## src/hdl/dedp_pkg.sv

```systemverilog
// ----------------------------------------------------------------------------
// dedp_pkg
// shared constants and types of the density plotter
// ----------------------------------------------------------------------------
`default_nettype none
package dedp_pkg;
   localparam int FrameWidth  = 640;
   localparam int FrameHeight = 480;
   localparam int PixCount    = FrameWidth * FrameHeight;
   localparam int AddrW       = 19;
   localparam int SampleW     = 17;

   localparam logic [1:0] OP_PLOT    = 2'd0;
   localparam logic [1:0] OP_READ    = 2'd1;
   localparam logic [1:0] OP_RESTART = 2'd2;

   localparam logic [2:0] CSR_SCALE_X  = 3'd0;
   localparam logic [2:0] CSR_SCALE_YZ = 3'd1;
   localparam logic [2:0] CSR_SIN      = 3'd2;
   localparam logic [2:0] CSR_COS      = 3'd3;
   localparam logic [2:0] CSR_SHIFT_X  = 3'd4;
   localparam logic [2:0] CSR_SHIFT_Y  = 3'd5;

   // classified job passed from front to back
   typedef struct packed {
      logic             is_plot;  // plot that lands in the frame
      logic             is_read;  // in-frame read and clear
      logic [AddrW-1:0] addr;
   } job_type;

   // pixel result handed to the output
   typedef struct packed {
      logic       hit;
      logic [AddrW-1:0] index;
      logic [7:0] value;
   } res_type;
endpackage
`default_nettype wire

```

## src/hdl/dedp_queue.sv

```systemverilog
// ----------------------------------------------------------------------------
// dedp_queue
// two-entry job queue between front and back
// ----------------------------------------------------------------------------
`default_nettype none
module dedp_queue
   import dedp_pkg::*;
(
   input  wire logic    clock,
   input  wire logic    reset,
   input  wire logic    wr_valid,
   output logic         wr_ready,
   input  wire job_type wr_data,
   output logic         rd_valid,
   input  wire logic    rd_ready,
   output job_type      rd_data
);
   job_type mem_ff [2];
   logic wp_ff, rp_ff;
   logic [1:0] cnt_ff;
   logic wr, rd;

   assign wr_ready = (cnt_ff != 2'd2);
   assign rd_valid = (cnt_ff != 2'd0);
   assign rd_data  = mem_ff[rp_ff];
   assign wr = wr_valid && wr_ready;
   assign rd = rd_valid && rd_ready;

   always_ff @(posedge clock) begin
      if (reset) begin
         wp_ff <= 1'b0; rp_ff <= 1'b0; cnt_ff <= '0;
      end else begin
         if (wr) wp_ff <= ~wp_ff;
         if (rd) rp_ff <= ~rp_ff;
         cnt_ff <= cnt_ff + 2'(wr) - 2'(rd);
      end
      if (wr) mem_ff[wp_ff] <= wr_data;
   end
endmodule
`default_nettype wire

```

## config.mk

```make
export PLATFORM = sky130hd
export DESIGN_NAME = dedp_queue
export DESIGN_NICKNAME = d
export VERILOG_FILES = /design/src/hdl/dedp_pkg.sv /design/src/hdl/dedp_queue.sv
export SDC_FILE = /design/constraint.sdc
export NUM_CORES = 1
export LEC_CHECK = 0
export BUFFER_PORTS_ARGS = -buffer_cell sky130_fd_sc_hd__buf_4
export CAP_MARGIN = 20
export CORE_UTILIZATION = 54
export CTS_CLUSTER_SIZE = 12
export DETAILED_ROUTE_END_ITERATION = 12
export GPL_ROUTABILITY_DRIVEN = 0
export PLACE_DENSITY = 0.93
export SYNTH_ARGS = -nofsm -noshare
export SYNTH_HDL_FRONTEND = slang
export SYNTH_SLANG_ARGS = --single-unit
export TNS_END_PERCENT = 50
```

## constraint.sdc

```tcl
create_clock -name clock -period 3.42 [get_ports clock]
set_input_delay 0.513 -clock clock [delete_from_list [all_inputs] [get_ports clock]]
set_output_delay 0.513 -clock clock [all_outputs]
set_load 0.01 [all_outputs]
```

==> results.sh, run 1 <==
export IMPL_start_kind="flip-flop"
export IMPL_setup_tns_ps=0
export IMPL_yosysTopAreaCellShare=0.721
export IMPL_drv_cap=0
export IMPL_fmax_mhz=422
export IMPL_core_area_um2=3050
export IMPL_slowest_delay_ps=950
export IMPL_synth_main_ff_cell="edfxtp_1"
export IMPL_routed_wl_mm=2.92
export IMPL_synthTopCellsByArea="edfxtp_1 72%, mux2_1 14%, dfxtp_1 5.7%, ha_1 1.4%, nor2_1 1.1%"
export IMPL_ctsHtreeMaxLevel=2
export IMPL_rsz0062_at_grt="no"
export IMPL_synth_seq_area_share=0.778
export IMPL_yosysWarnings=0
export IMPL_ctsHoldBuffers=0
export IMPL_worstPathRequired_ps=2910
export IMPL_synth_net_count=116
export IMPL_cts_tree="built"
export IMPL_critical_path_max_fanout=21
export IMPL_antenna_found_initial=0
export IMPL_register_area_um2=1360
export IMPL_async_flop_share=0
export IMPL_drive_gt1_frac=0.420
export IMPL_synth_edf_count=42
export IMPL_drtPass1Iterations=4
export IMPL_finalCritPeriodShare=0.693
export IMPL_critical_path_class="flip-flop to output pin"
export IMPL_rrSetupSlack_ps=1700
export IMPL_diodes=0
export IMPL_timing_slew_headroom=0.371
export IMPL_multi_input_comb_area_um2=373
export IMPL_finalPower_mw=1.50
export IMPL_die_h_um=58.9
export IMPL_pin_count=48
export IMPL_fp_dieW_um=58.9
export IMPL_dpl_hpwl_mm=1.97
export IMPL_finalNetCount=169
export IMPL_cts_num_sinks=47
export IMPL_worst_pin_slew_ps=943
export IMPL_clockBufferDepth=2
export IMPL_drtIter0Drc=44
export IMPL_outcome="complete, no violations"
export IMPL_final_core_util=0.732
export IMPL_die_area_um2=3470
export IMPL_antenna_left=0
export IMPL_hold_viol=0
export IMPL_grt_pass1_vias=894
export IMPL_initial_core_util=0.573
export IMPL_setup_viol=0
export IMPL_cts_root_buf="clkbuf_4"
export IMPL_syn2layout_area_growth_pct=27.6
export IMPL_worstPathCellList="mux2_1 > buf_4"
export IMPL_postSynthCellCount=89
export IMPL_finalCriticalPeriod_ps=2370
export IMPL_report_final_slew_viol_count=0
export IMPL_clk_pin_slew_ps=130
export IMPL_via_per_inst=5.04
export IMPL_grt_overflow_total=0
export IMPL_p_leak_nw=0.865
export IMPL_irDropWorstVdd_uv=407
export IMPL_p_per_area_nw_per_um2=673
export IMPL_nFillCells=180
export IMPL_insertion_delay_ps=340
export IMPL_syn_area_per_cell_um2=19.7
export IMPL_end_kind="output pin"
export IMPL_yosysTopAreaCell="edfxtp_1"
export IMPL_route_detailed_drc=0
export IMPL_hp_class="input pin to flip-flop"
export IMPL_cts_buffers=5
export IMPL_grt_max_degree=22
export IMPL_ys_types=16
export IMPL_critPathSlowestCell="dfxtp_1"
export IMPL_cp_arrival_ps=1860
export IMPL_fin_skew_ps=11.2
export IMPL_synth_area_um2=1750
export IMPL_cts_resized=0
export IMPL_port_buffers=47
export IMPL_wire_per_inst_um=15.6
export IMPL_postCtsSetupBuffers=0
export IMPL_vias=943
export IMPL_synth_seq_cells=47
export IMPL_synth_most_common_cell="edfxtp_1"
export IMPL_rows=20
export IMPL_synth_commonest_cells="42 x edfxtp_1, 21 x mux2_1, 5 x dfxtp_1, 5 x nor2_1"
export IMPL_grtUsageTotal=0.174
export IMPL_grt_pass1_wl_mm=4.18
## state kept, by name, indices dropped and copies added (netlist names), named ones only
name    flops
mem_ff     42
cnt_ff      2
wp_ff       1
rp_ff       1
## stage by stage
step | instance area [um2] | hold WS [ps] | setup slack [ps] | cells
3_3_place_gp | 2150 | 492 | 1450 | 178
2_1_floorplan | 1750 | 480 | 1530 | 89
5_1_grt | 2230 | 327 | 940 | 187
6_report | 2230 | 347 | 1050 | 187
4_1_cts | 2220 | 343 | 1020 | 186
3_5_place_dp | 2150 | 516 | 1400 | 178
## final timing paths
kind / start / end / cells past startpoint
max: flip-flop / rd_data[16] / 2
min: wr_data[9] / mem_ff[0][9] / 1
max reg2reg: cnt_ff[0] / mem_ff[1][14] / 2
min reg2reg: rp_ff / rp_ff / 2
## routing by layer
layer	vias up	track usage	part of all wire
met5	-	0	0
met4	0	0.0714	0.011
met3	5	0.0396	0.049
met2	34	0.308	0.54
met1	466	0.203	0.40
li1	438	-	-
## layout make-up
type                       instances  area share
sequential                        47       0.610
multi-input combinational         39       0.167
timing repair buffer              48       0.163
tap                               44      0.0246
clock inverter                     3      0.0174
clock buffer                       5      0.0168
inverter                           1     0.00168
## cell usage in the layout, fill, tap and decap left out, types with 2 or more instances in the layout
cell      Yosys  layout
buf_4         2      47
clkbuf_4      0       5
dfxtp_1       5       5
edfxtp_1     42      42
ha_1          2       2
mux2_1       21      21
nor2_1        5       4
nor2b_1       2       2
xnor2_1       2       2
## power by group
part	total (mW)	internal (mW)	switching [mW]
registers	0.784	0.724	0.0606
logic	0.408	0.225	0.183
clock network	0.310	0.151	0.160
## worst max-delay path, delay by kind of cell (launching register included)
| family | cells | cell delay [ps] |
|---|---|---|
| mux | 1 | 420 |
| flops | 1 | 950 |
| buf+inv | 1 | 160 |
## cells by family after synthesis
| logic type | synth area share |
|---|---|
| flops | 0.778 |
| simple gates | 0.0336 |
| xor+xnor | 0.0150 |
| compound gates | 0.00500 |
| fa+ha+maj | 0.0143 |
| mux | 0.144 |
| buf+inv | 0.0107 |
Power figures use the tool's default switching activity.
==> inputs of run 2 (changes only) <==
Settings changed: CORE_UTILIZATION 54 to 51, PLACE_DENSITY 0.93 to 0.89.
Clock period 3.42 ns to 2.3 ns, I/O delays scaled along.
==> results.sh, run 2 (synthesis results as in run 1) <==
export IMPL_outcome="complete, no violations"
export IMPL_largest_reg_flops=42
export IMPL_cts_buffers=5
export IMPL_worstPathCellList="buf_4 > mux2_1 > buf_4"
export IMPL_port_buffers=47
export IMPL_pwr_share_clk=0.214
export IMPL_worstPathRequired_ps=1960
export IMPL_antenna_found_initial=0
export IMPL_ctsHtreeMaxLevel=2
export IMPL_slowest_delay_ps=380
export IMPL_clockBufferDepth=2
export IMPL_seqPwrFrac=0.496
export IMPL_via_per_inst=4.95
export IMPL_critical_path_class="flip-flop to output pin"
export IMPL_final_core_util=0.713
export IMPL_whs_ps=156
export IMPL_final_instance_count_excl_fill=189
export IMPL_cts_root_buf="clkbuf_4"
export IMPL_min_to="mem_ff[0][13]"
export IMPL_critPathSlowestCell="mux2_1"
export IMPL_postCtsSetupBuffers=0
export IMPL_drtPass1Iterations=4
export IMPL_setup_viol=0
export IMPL_end_kind="output pin"
export IMPL_drive_gt1_frac=0.434
export IMPL_core_area_um2=3150
export IMPL_layout_common_cells="50 x buf_4, 42 x edfxtp_1, 21 x mux2_1"
export IMPL_diodes=0
export IMPL_layout_commonest_cell="buf_4"
export IMPL_p_per_area_nw_per_um2=1000
export IMPL_fp_dieW_um=60.6
export IMPL_vias=936
export IMPL_r2r_cells=4
export IMPL_setup_tns_ps=0
export IMPL_hold_depth=1
export IMPL_grt_pass1_vias=927
export IMPL_fmax_mhz=541
export IMPL_clk_pin_slew_ps=130
export IMPL_nFillCells=214
export IMPL_irDropWorstVdd_uv=633
export IMPL_cts_tree="built"
export IMPL_die_area_um2=3670
export IMPL_grt_overflow_total=0
export IMPL_finalCriticalPeriod_ps=1850
export IMPL_dp_cells=181
export IMPL_cts_resized=0
export IMPL_min_from="wr_data[13]"
export IMPL_grt_max_degree=22
export IMPL_syn2layout_area_growth_pct=28.5
export IMPL_die_h_um=60.6
export IMPL_reg_top3="mem_ff: 42 flops, cnt_ff: 2 flops"
export IMPL_rows=20
export IMPL_insertion_delay_ps=360
export IMPL_switching_share=0.271
export IMPL_crit_family="buffers and inverters"
export IMPL_initial_core_util=0.555
export IMPL_worst_path_buf_inv=2
export IMPL_ctsHoldBuffers=0
export IMPL_reg2reg_from="cnt_ff[0]"
export IMPL_p_leak_nw=0.877
export IMPL_rrSetupSlack_ps=650
export IMPL_cp_arrival_ps=1500
export IMPL_route_detailed_drc=0
export IMPL_combPwrFrac=0.290
export IMPL_finalCritPeriodShare=0.804
export IMPL_grt_pass1_wl_mm=4.18
export IMPL_report_final_slew_viol_count=0
export IMPL_internal_power_mw=1.64
export IMPL_timing_slew_headroom=0.657
export IMPL_finalNetCount=171
export IMPL_worst_pin_slew_ps=515
export IMPL_fin_skew_ps=11.6
export IMPL_rsz0062_at_grt="no"
export IMPL_largest_register="mem_ff"
export IMPL_pin_count=48
export IMPL_drv_cap=0
export IMPL_dpl_hpwl_mm=2.07
export IMPL_critical_path_max_fanout=21
export IMPL_p_switching_mw=0.611
export IMPL_grtUsageTotal=0.175
export IMPL_r2r_end="mem_ff[0][18]"
export IMPL_wire_per_inst_um=15.2
export IMPL_routed_wl_mm=2.87
export IMPL_cts_num_sinks=47
export IMPL_drtIter0Drc=22
export IMPL_start_kind="flip-flop"
export IMPL_hp_class="input pin to flip-flop"
export IMPL_antenna_left=0
export IMPL_cp_common_cell="buf_4"
export IMPL_hold_viol=0
## run 2: changes by cell type in the layout (fill, tap and decap cells not counted)
cell	delta
buf_4	+3
clkinv_1	-1
clkinv_4	+1
buf_6	-1
## run 2: area by class of cell
class | instances | area, um2 | share of cell area
Timing Repair Buffer | 50 | 375 | 0.167
Clock buffer | 5 | 37.5 | 0.0167
Multi-Input combinational cell | 39 | 373 | 0.166
Inverter | 1 | 3.75 | 0.00167
Sequential cell | 47 | 1360 | 0.605
Tap cell | 44 | 55.1 | 0.0245
Clock inverter | 3 | 43.8 | 0.0195
## run 2: power by group through the flow
| stage | combinational [mW] | clock, mW | sequential (mW) |
|---|---|---|---|
| after floorplan | 0.372 | 0 | 1.13 |
| final | 0.654 | 0.482 | 1.12 |
| after global routing | 0.714 | 0.526 | 1.13 |
| after detailed placement | 0.663 | 0 | 1.14 |
| after global placement | 0.640 | 0 | 1.13 |
| after CTS | 0.669 | 0.489 | 1.12 |
## run 2: how the worst max path moves through the flow
stage	start	end	slack [ps]	cells after the start
6_report	flip-flop	rd_data[19]	450	3
5_1_grt	flip-flop	rd_data[19]	380	3
3_5_place_dp	cnt_ff[0]	mem_ff[0][14]	660	4
3_3_place_gp	cnt_ff[0]	mem_ff[1][12]	770	3
4_1_cts	flip-flop	rd_data[19]	420	3
2_1_floorplan	cnt_ff[0]	mem_ff[0][0]	410	3
## run 2: worst register-to-register path, stage by stage, from the launching register on
cell	delay, ps
dfxtp_1	390
nand2b_2	170
nand2_2	90
nor2_2	390
buf_4	310
## run 2: per-stage QoR
stage / area, um2 / setup slack [ps] / total power [mW]
2_1_floorplan: 1750 / 408 / 1.50
3_3_place_gp: 2170 / 774 / 1.77
3_5_place_dp: 2170 / 664 / 1.80
4_1_cts: 2250 / 423 / 2.28
5_1_grt: 2250 / 383 / 2.37
6_report: 2250 / 451 / 2.25
## run 2: layer usage
layer / up-vias / track usage / share of wire
met3: 7 / 0.0597 / 0.052
met4: 0 / 0.136 / 0.028
met2: 31 / 0.297 / 0.55
met5: - / 0 / 0
met1: 455 / 0.178 / 0.37
li1: 443 / - / -
